## config.mk

```make
export PLATFORM = sky130hd
export DESIGN_NAME = decimal_to_lcd_segments
export DESIGN_NICKNAME = d
export VERILOG_FILES = /design/src/rtl/dlcd_pkg.sv /design/src/rtl/dlcd_digits.sv /design/src/rtl/dlcd_encode.sv /design/src/rtl/decimal_to_lcd_segments.sv
export SDC_FILE = /design/constraint.sdc
export NUM_CORES = 1
export LEC_CHECK = 0
export ABC_AREA = 1
export BUFFER_PORTS_ARGS = -buffer_cell sky130_fd_sc_hd__buf_2
export CAP_MARGIN = 15
export CORE_ASPECT_RATIO = 2
export CORE_MARGIN = 2
export CORE_UTILIZATION = 69
export DETAILED_ROUTE_END_ITERATION = 8
export GPL_TIMING_DRIVEN = 0
export PLACE_DENSITY = 0.87
export SLEW_MARGIN = 20
export SYNTH_ARGS = -nofsm -noshare
export SYNTH_HDL_FRONTEND = slang
export SYNTH_SLANG_ARGS = --single-unit
```

## constraint.sdc

```tcl
create_clock -name aclk -period 8.6 [get_ports aclk]
set_clock_uncertainty 0.05 [all_clocks]
set_input_delay 1.72 -clock aclk [delete_from_list [all_inputs] [get_ports aclk]]
set_output_delay 1.72 -clock aclk [all_outputs]
set_load 0.005 [all_outputs]
```

## src/rtl/dlcd_pkg.sv

```systemverilog
`timescale 1ns / 1ps

package dlcd_pkg;

    localparam int READ_W  = 16;
    localparam int VAL_W   = 14;
    localparam int DIG_W   = 4;
    localparam int SEG_W   = 24;

    localparam logic [READ_W-1:0] OVERLOAD_LIMIT = 16'd10000;
    localparam logic [READ_W-1:0] LIMIT_1000     = 16'd1000;
    localparam logic [READ_W-1:0] LIMIT_100      = 16'd100;
    localparam logic [READ_W-1:0] LIMIT_10       = 16'd10;

    // reciprocal multipliers for divide by ten
    localparam logic [15:0] RECIP_10_WIDE   = 16'd52429;  // shift 19, exact below 43699
    localparam logic [7:0]  RECIP_10_NARROW = 8'd205;     // shift 11, exact below 1029

    localparam logic [DIG_W-1:0] NO_DIGIT = 4'd10;

    localparam logic [1:0] POS_LEFT  = 2'd0;
    localparam logic [1:0] POS_MID   = 2'd1;
    localparam logic [1:0] POS_RIGHT = 2'd2;

    // segment words are {byte2, byte1, byte0}
    localparam logic [SEG_W-1:0] POINT_SEG    = 24'h000020;
    localparam logic [SEG_W-1:0] OVERLOAD_SEG = 24'hE18258;

    // format flags carried along the digit pipeline
    typedef struct packed {
        logic overload;
        logic whole;
        logic three_digit;
        logic ge1000;
        logic ge100;
        logic ge10;
    } dlcd_side_t;

    typedef struct packed {
        dlcd_side_t       side;
        logic [DIG_W-1:0] th;
        logic [DIG_W-1:0] hu;
        logic [DIG_W-1:0] te;
        logic [DIG_W-1:0] on;
    } dlcd_digits_t;

    function automatic logic [SEG_W-1:0] seg_lookup(input logic [1:0] pos,
                                                    input logic [DIG_W-1:0] dig);
        logic [SEG_W-1:0] s;
        s = '0;
        case (pos)
            POS_LEFT: begin
                case (dig)
                    4'd0: s = 24'hE10048;
                    4'd1: s = 24'h210000;
                    4'd2: s = 24'hC10044;
                    4'd3: s = 24'h610044;
                    4'd4: s = 24'h21000C;
                    4'd5: s = 24'h60004C;
                    4'd6: s = 24'hE0004C;
                    4'd7: s = 24'h210040;
                    4'd8: s = 24'hE1004C;
                    4'd9: s = 24'h61004C;
                    default: s = '0;
                endcase
            end
            POS_MID: begin
                case (dig)
                    4'd0: s = 24'h028690;
                    4'd1: s = 24'h020080;
                    4'd2: s = 24'h028C10;
                    4'd3: s = 24'h028C80;
                    4'd4: s = 24'h020A80;
                    4'd5: s = 24'h008E80;
                    4'd6: s = 24'h008E90;
                    4'd7: s = 24'h020480;
                    4'd8: s = 24'h028E90;
                    4'd9: s = 24'h028E80;
                    default: s = '0;
                endcase
            end
            POS_RIGHT: begin
                case (dig)
                    4'd0: s = 24'h1C3001;
                    4'd1: s = 24'h100001;
                    4'd2: s = 24'h183100;
                    4'd3: s = 24'h182101;
                    4'd4: s = 24'h140101;
                    4'd5: s = 24'h0C2101;
                    4'd6: s = 24'h0C3101;
                    4'd7: s = 24'h180001;
                    4'd8: s = 24'h1C3101;
                    4'd9: s = 24'h1C2101;
                    default: s = '0;
                endcase
            end
            default: s = '0;
        endcase
        return s;
    endfunction

endpackage

```

## src/rtl/dlcd_digits.sv

```systemverilog
`timescale 1ns / 1ps

module dlcd_digits
    import dlcd_pkg::*;
(
    input  logic                aclk,
    input  logic                aresetn,
    input  logic                in_valid,
    output logic                in_ready,
    input  logic [READ_W-1:0]   in_reading,
    input  logic                in_whole,
    input  logic                in_three_digit,
    output logic                out_valid,
    input  logic                out_ready,
    output dlcd_digits_t        out_digits
);

    logic v1_reg, v2_reg, v3_reg, v4_reg;
    logic en1, en2, en3, en4;

    // stage 1: reading times reciprocal of ten
    logic [VAL_W-1:0] r1_reg;
    logic [29:0]      prod1_reg;
    dlcd_side_t       side1_reg;

    // stage 2: first quotient and ones digit
    logic [10:0]      q1_reg;
    logic [DIG_W-1:0] on2_reg;
    dlcd_side_t       side2_reg;

    // stage 3: second quotient and tens digit
    logic [7:0]       q2_reg;
    logic [DIG_W-1:0] on3_reg, te3_reg;
    dlcd_side_t       side3_reg;

    // stage 4: thousands and hundreds
    dlcd_digits_t     dig4_reg;

    logic [29:0]      prod1_next;
    dlcd_side_t       side1_next;
    logic [10:0]      q1_next;
    logic [VAL_W-1:0] q1x10;
    logic [VAL_W-1:0] on_diff;
    logic [18:0]      prod2;
    logic [10:0]      q2x10;
    logic [10:0]      te_diff;
    logic [15:0]      prod3;
    logic [4:0]       th_next;
    logic [7:0]       thx10;
    logic [7:0]       hu_diff;

    assign en4      = !v4_reg || out_ready;
    assign en3      = !v3_reg || en4;
    assign en2      = !v2_reg || en3;
    assign en1      = !v1_reg || en2;
    assign in_ready = en1;

    always_comb begin
        prod1_next             = 30'({16'd0, in_reading[VAL_W-1:0]} * 30'(RECIP_10_WIDE));
        side1_next.overload    = in_reading >= OVERLOAD_LIMIT;
        side1_next.whole       = in_whole;
        side1_next.three_digit = in_three_digit;
        side1_next.ge1000      = in_reading >= LIMIT_1000;
        side1_next.ge100       = in_reading >= LIMIT_100;
        side1_next.ge10        = in_reading >= LIMIT_10;

        q1_next  = prod1_reg[29:19];
        q1x10    = {q1_next, 3'b000} + {2'b00, q1_next, 1'b0};
        on_diff  = r1_reg - q1x10;

        prod2    = 19'({8'd0, q1_reg} * 19'(RECIP_10_NARROW));
        q2x10    = {prod2[18:11], 3'b000} + {2'b00, prod2[18:11], 1'b0};
        te_diff  = q1_reg - q2x10;

        prod3    = 16'({8'd0, q2_reg} * 16'(RECIP_10_NARROW));
        th_next  = prod3[15:11];
        thx10    = 8'({th_next, 3'b000} + {2'b00, th_next, 1'b0});
        hu_diff  = q2_reg - thx10;
    end

    always_ff @(posedge aclk) begin
        if (!aresetn) begin
            v1_reg <= 1'b0;
            v2_reg <= 1'b0;
            v3_reg <= 1'b0;
            v4_reg <= 1'b0;
        end else begin
            if (en1) v1_reg <= in_valid;
            if (en2) v2_reg <= v1_reg;
            if (en3) v3_reg <= v2_reg;
            if (en4) v4_reg <= v3_reg;
        end
    end

    always_ff @(posedge aclk) begin
        if (en1) begin
            r1_reg    <= in_reading[VAL_W-1:0];
            prod1_reg <= prod1_next;
            side1_reg <= side1_next;
        end
        if (en2) begin
            q1_reg    <= q1_next;
            on2_reg   <= on_diff[DIG_W-1:0];
            side2_reg <= side1_reg;
        end
        if (en3) begin
            q2_reg    <= prod2[18:11];
            te3_reg   <= te_diff[DIG_W-1:0];
            on3_reg   <= on2_reg;
            side3_reg <= side2_reg;
        end
        if (en4) begin
            dig4_reg.side <= side3_reg;
            dig4_reg.th   <= th_next[DIG_W-1:0];
            dig4_reg.hu   <= hu_diff[DIG_W-1:0];
            dig4_reg.te   <= te3_reg;
            dig4_reg.on   <= on3_reg;
        end
    end

    assign out_valid  = v4_reg;
    assign out_digits = dig4_reg;

endmodule

```

## src/rtl/dlcd_encode.sv

```systemverilog
`timescale 1ns / 1ps

module dlcd_encode
    import dlcd_pkg::*;
(
    input  dlcd_digits_t       digits,
    output logic [SEG_W-1:0]   seg
);

    logic [DIG_W-1:0] d0, d1, d2;
    logic             point;

    // pick the three shown positions and the point
    always_comb begin
        d0    = digits.th;
        d1    = digits.hu;
        d2    = digits.te;
        point = 1'b1;
        if (digits.side.whole || digits.side.ge1000) begin
            point = 1'b1;
        end else if (digits.side.ge100) begin
            if (digits.side.three_digit) begin
                d0    = digits.hu;
                d1    = digits.te;
                d2    = digits.on;
                point = 1'b0;
            end
        end else if (digits.side.ge10) begin
            d0    = NO_DIGIT;
            d1    = digits.te;
            d2    = digits.on;
            point = 1'b0;
        end else begin
            // single digit, zero included
            d0    = NO_DIGIT;
            d1    = NO_DIGIT;
            d2    = digits.on;
            point = 1'b0;
        end
    end

    always_comb begin
        if (digits.side.overload) begin
            seg = OVERLOAD_SEG;
        end else begin
            seg = seg_lookup(POS_LEFT, d0) | seg_lookup(POS_MID, d1)
                | seg_lookup(POS_RIGHT, d2) | (point ? POINT_SEG : '0);
        end
    end

endmodule

```

## src/rtl/decimal_to_lcd_segments.sv

```systemverilog
`timescale 1ns / 1ps

// reading to static three-digit lcd segment encoder
//
// s_ channel: one transfer carries a reading in thousandths (s_tdata) and the
// whole-units flag (s_tuser). m_ channel: one transfer per input carries the
// three segment bytes for the lcd data registers, byte0 in the low bits.
// cfg_we/cfg_wdata write the three-digit milli flag; write it only while no
// transfer is in flight.
//
// pipeline: five register stages, the last of them the output register.
// throughput: one transfer per cycle while m_tready stays high;
// the three divide-by-ten steps (reciprocal multiplies) each take a stage.
//
// reset (aresetn low, synchronous) empties the pipeline and clears the
// config flag. when m_tready is low the output register holds its result and
// the stages behind it fill up; s_tready drops once every stage is full,
// so nothing is lost or repeated.
module decimal_to_lcd_segments
    import dlcd_pkg::*;
(
    input  logic        aclk,
    input  logic        aresetn,

    input  logic        cfg_we,
    input  logic [0:0]  cfg_wdata,      // three_digit_milli

    input  logic        s_tvalid,
    output logic        s_tready,
    input  logic [15:0] s_tdata,        // reading[15:0]
    input  logic [0:0]  s_tuser,        // whole_units

    output logic        m_tvalid,
    input  logic        m_tready,
    output logic [23:0] m_tdata         // seg_byte0[7:0], seg_byte1[15:8], seg_byte2[23:16]
);

    // config flag, sampled with each reading at entry
    logic three_digit_reg;

    always_ff @(posedge aclk) begin
        if (!aresetn) begin
            three_digit_reg <= 1'b0;
        end else if (cfg_we) begin
            three_digit_reg <= cfg_wdata[0];
        end
    end

    // digit split pipeline
    logic         dig_valid;
    logic         dig_ready;
    dlcd_digits_t dig;

    dlcd_digits u_digits (
        .aclk           (aclk),
        .aresetn        (aresetn),
        .in_valid       (s_tvalid),
        .in_ready       (s_tready),
        .in_reading     (s_tdata),
        .in_whole       (s_tuser[0]),
        .in_three_digit (three_digit_reg),
        .out_valid      (dig_valid),
        .out_ready      (dig_ready),
        .out_digits     (dig)
    );

    // format selection and segment tables
    logic [SEG_W-1:0] seg_next;

    dlcd_encode u_encode (
        .digits (dig),
        .seg    (seg_next)
    );

    // output register, loads when empty or when its result is taken
    logic             m_valid_reg;
    logic [SEG_W-1:0] m_data_reg;

    assign dig_ready = !m_valid_reg || m_tready;

    always_ff @(posedge aclk) begin
        if (!aresetn) begin
            m_valid_reg <= 1'b0;
        end else if (dig_ready) begin
            m_valid_reg <= dig_valid;
        end
    end

    always_ff @(posedge aclk) begin
        if (dig_ready && dig_valid) begin
            m_data_reg <= seg_next;
        end
    end

    assign m_tvalid = m_valid_reg;
    assign m_tdata  = m_data_reg;

endmodule
```

== Yosys cells after proc, flatten, opt, wreduce, memory -nomap -nowiden ==
Memory sizes are Yosys's and may differ from the RTL's.
Cells that the tools add are included.
Cells by class
  $add $sub $neg: 6
  $mul: 3
  div/mod/pow operators: 0
  magnitude comparators: 4
  equality and inequality tests: 0
  shift-type cells: 0
  mux-type cells: 17
  bitwise gates (word level): 3
  reductions and logical operators: 12
Operators by type and width (number)
  $mux 24: 3
  $or 24x24->24: 3
  $mux 4: 10
  $mul 14x16->30 const B: 1
  $mul 11x8->19 const B: 1
  $ge 16x10->1 const B: 1
  $ge 16x14->1 const B: 1
  $ge 16x4->1 const B: 1
  $ge 16x7->1 const B: 1
  $mul 8x8->15 const B: 1
  $add 4x4->4: 3
  $sub 4x4->4: 3
  $logic_or 1x1->1: 6
  $mux 6: 1
  $logic_not 1->1: 5
  $mux 1: 3
  $logic_and 1x1->1: 1
Word-level totals
  register bits: 135
  bits in latches: 0
  bits in writable memories: 0
  bits in read-only memories: 336
  input port bits: 23
  output and inout port bits: 26
  memories kept: 3
Memory list
  (no name shown): words 16, bits a word 7, read ports 1, clocked after Yosys merged registers in 0, write ports 0, RTL line dlcd_pkg.sv:53  | case (dig)
  (no name shown): words 16, bits a word 7, read ports 1, clocked after Yosys merged registers in 0, write ports 0, RTL line dlcd_pkg.sv:68  | case (dig)
  (no name shown): words 16, bits a word 7, read ports 1, clocked after Yosys merged registers in 0, write ports 0, RTL line dlcd_pkg.sv:83  | case (dig)

== Longest topological paths before layout ==
An unclocked memory read counts as a cell.
  word-level depth: 8
  mapped depth: 24

== Modules after synthesis ==
Synthesis repeated with hierarchy kept, for this count alone.
Second synthesis, totals
  cell total of the unflattened synthesis: 1257
  area total of the unflattened synthesis: 11888.9 um2
Modules (own cells, without submodules)
  dlcd_digits: times used 1, cells an instance 1046, area an instance 10139.7 um2, seq. area each 2662.6 um2
  dlcd_encode: times used 1, cells an instance 175, area an instance 940.9 um2, seq. area each 0.0 um2
  decimal_to_lcd_segments: times used 1, cells an instance 36, area an instance 808.3 um2, seq. area each 760.7 um2

== Worst setup path before layout ==
OpenSTA, ideal clock, no wires.
  path kind: in2reg
  from: in s_tdata[12]
  to: reg u_digits.prod1_reg[27], data pin
  setup time: 0.253 ns
  data arrival time: 5.873 ns
  data required time: 8.297 ns
  path slack: 2.424 ns
  stages: 19
  buffers on the path: 0
  cell sequence: inv_1 -> ha_1 -> fa_1 -> fa_1 -> inv_1 -> fa_1 -> inv_1 -> fa_1 -> inv_1 -> fa_1 -> inv_1 -> ha_1 -> nand2_1 -> nor2_1 -> inv_1 -> nor3_1 -> nand2_1 -> nand4_1 -> nand2_1
On the way
  word-level cells in the longest chain between the ends: 1
RTL lines
  start: declaration: RTL line decimal_to_lcd_segments.sv:30  | input logic [15:0] s_tdata,
  $mul 14x16->30: RTL line dlcd_digits.sv:59  | prod1_next = 30'({16'd0, in_reading[VAL_W-1:0]} * 30'(RECIP_10_WIDE));
  net u_digits.prod1_next[27]: RTL line dlcd_digits.sv:39  | logic [29:0] prod1_next;
  end signal: assignment: RTL line dlcd_digits.sv:98  | prod1_reg <= prod1_next;
  end: declaration: RTL line dlcd_digits.sv:23  | logic [29:0] prod1_reg;
The timed path passes the listed nets, and every way through them passes these cells.
A chain may end at the register's enable or synchronous reset.

== Final worst setup path ==
  from: in m_tready
  to: out s_tready
On the way
  word-level cells in the longest chain between the ends: 5
RTL lines
  start: declaration: RTL line decimal_to_lcd_segments.sv:34  | input logic m_tready,
  $logic_or 1x1->1: RTL line decimal_to_lcd_segments.sv:79  | assign dig_ready = !m_valid_reg || m_tready;
  $logic_or 1x1->1: RTL line dlcd_digits.sv:52  | assign en4 = !v4_reg || out_ready;
  net u_digits.en4: RTL line dlcd_digits.sv:19  | logic en1, en2, en3, en4;
  $logic_or 1x1->1: RTL line dlcd_digits.sv:53  | assign en3 = !v3_reg || en4;
  net u_digits.en3: RTL line dlcd_digits.sv:19
  $logic_or 1x1->1: RTL line dlcd_digits.sv:54  | assign en2 = !v2_reg || en3;
  $logic_or 1x1->1: RTL line dlcd_digits.sv:55  | assign en1 = !v1_reg || en2;
  end: declaration: RTL line decimal_to_lcd_segments.sv:29  | output logic s_tready,
The timed path passes the listed nets, and every way through them passes these cells.

==> results.toml <==
[worst_hold_path]
min_to = "u_digits.side3_reg[0]"
hold_depth = 0
hold_path_class = "flop to flop"
hp-start = "u_digits.side2_reg[0]"

[cts]
ctsHtreeMaxLevel = 4
cts_tree = "yes"
cts_buffer_depth = 2
hold_buffers = 0
root_buffer = "clkbuf_16"
cts_sinks = 114
postCtsSetupBuffers = 0
cts_buffers = 17
post_cts_resized = 0
insertion_delay_ns = 0.43
cts.clk_slew.worst_paths_ns = 0.06

[route]
route.detailed.drc = 0
vias = 9347
wl_per_cell_um = 19.6
drt_first_pass_iters = 8
via_per_inst = 5.92
drt_iter0_markers = 423
final_antenna_net_count = 0
wl_mm = 31.0

[worst_setup_path]
path_max_fanout = 24
critPathKind = "input port to output pin"
required_ns = 6.83
r2r_setup_slack_ns = 3.46
worst_setup_path_start_kind = "input port"
rr_endpoint = "u_digits.te3_reg[3]"
arrival_ns = 4.80
endpoint_kind = "output pin"
r2r_cells = 19
critPathLaunch = "m_tready"
timing.rr.start = "u_digits.q1_reg[4]"

[timing]
period_share_pct = 76.4
finalHoldViolCount = 0
tns_ns = 0
relSlewSlack_pct = 29.4
worstMarginPinSlew_ns = 1.06
setup_viol = 0
fin_crit_ns = 6.57
fin_ws_ns = 2.03
rsz0062_at_grt = "false"
maxSlewViolCount = 0
fmaxAchievable_mhz = 152

[placement]
pre_cts_ws_ns = 1.63
portBuffers = 46
place_inst = 1548
gp_congestion = 0.968
dpl_cell_area_um2 = 12400
hpwl_mm = 24.2

[layout]
insertedDiodeCount = 0
layout-drive-gt1-share_pct = 8.08
area_growth_pct = 9.13
layout.cells.non_filler = 1580
nets = 1705
fin_area_um2 = 12900

[yosys]
ys_seq_area_share_pct = 28.4
syn_inst = 1293
syn_area_um2 = 11800
ys.flop_type = "edfxtp_1"
synth-edff-count = 108
avgSynthCellArea_um2 = 9.16
synth_cell_types = 46
ys_ff_latch = 114
synth_warnings = 0
async_flop_share_pct = 0

[floorplan]
num_io_pins = 49
die-area_um2 = 18300
die_w_um = 96.6
core_um2 = 16800
fp.dieH_um = 189
start_util_pct = 70.6
rows = 67

[global_route]
grt_pass1_wl_mm = 49.7
antenna_found_initial = 0
grt_pass1_vias = 10500
grt_usage_pct = 35.2
overflow = 0
grt_max_degree = 25

[flow_run]
maxCapViolCount = 0

[status]
status = "completed"
## synth_stat cells (all sizes together) (3+ instances only)
master	number	area share, %
inv	304	9.7
ha	239	25
nand2	225	7.3
edfxtp	108	27
nor2	89	2.9
fa	83	14
nand3	59	2.5
a21oi	54	2.3
o21ai	34	1.7
nand4	15	0.79
xnor2	15	1.1
xor2	13	0.96
o21bai	9	0.57
dfxtp	6	1.0
nor3	5	0.21
or2	5	0.26
a21o	4	0.25
buf	3	0.22
o21a	3	0.19
## layout make-up
type,instances,area (µm²)
Multi-Input combinational cell,873,7320
Fill cell,1050,3840
Sequential cell,114,3360
Inverter,304,1140
Clock buffer,17,425
Tap cell,207,259
Timing Repair Buffer,47,241
Clock inverter,15,149
Buffer,3,26.3
## worst max path at each step
stage,cells past startpoint,to
2_1_floorplan,19,u_digits.prod1_reg[27]
3_3_place_gp,21,u_digits.prod1_reg[22]
3_5_place_dp,21,u_digits.prod1_reg[22]
4_1_cts,21,u_digits.prod1_reg[22]
5_1_grt,21,u_digits.prod1_reg[22]
6_report,10,s_tready
## kinds of logic (layout without fill, tap and decap cells)
kind of cell               Yosys count  in the layout  share of synthesized area, %
DFF                                114            114                          28.4
AOI/OAI and AO/OA                  119            119                          6.11
xor gates and xnor gates            28             28                          2.07
and+or+nand+nor                    402            402                          14.2
adders and majority gates          322            322                          39.3
buffers and inverters              307            386                          9.88
other                                1              2                        0.0317
## layer usage
| metal | vias to the layer above | share of wire (%) | global-route usage, % |
|---|---|---|---|
| met3 | 245 | 3.8 | 5.28 |
| met2 | 445 | 56 | 68.9 |
| li1 | 4297 | - | - |
| met5 | - | 0 | 0 |
| met1 | 4360 | 28 | 27.1 |
| met4 | 0 | 12 | 35.2 |
## metrics by stage
step	hold slack [ns]	utilization, %
after floorplan	0.350	-
after global placement	0.351	73.6
after detailed placement	0.355	73.7
after CTS	0.361	77.1
after global routing	0.373	77.1
final	0.367	77.1
## cells in the final DEF, fill, tap and decap left out, types with 6 or more instances in the layout
| cell | instances |
|---|---|
| nor2_1 | 84 |
| fa_1 | 83 |
| nand3_1 | 58 |
| dfxtp_1 | 6 |
| buf_2 | 46 |
| o21bai_1 | 9 |
| inv_1 | 296 |
| a21oi_1 | 54 |
| edfxtp_1 | 108 |
| xnor2_1 | 15 |
| ha_1 | 239 |
| xor2_1 | 13 |
| nand4_1 | 15 |
| inv_2 | 7 |
| o21ai_2 | 7 |
| o21ai_0 | 27 |
| clkbuf_16 | 17 |
| nand2_1 | 221 |
## critical path, stage by stage
cell and delay [ns]:
buf_2 0.08, nor2_1 0.05, inv_1 0.07, nor2_1 0.04, inv_1 0.66, nor2_1 0.11, inv_1 0.78, nor2_1 0.17
nand2_1 0.83, buf_2 0.26
Power is not shown: default switching activity piles up to over one toggle a cycle in this logic, so the estimate is an artifact.
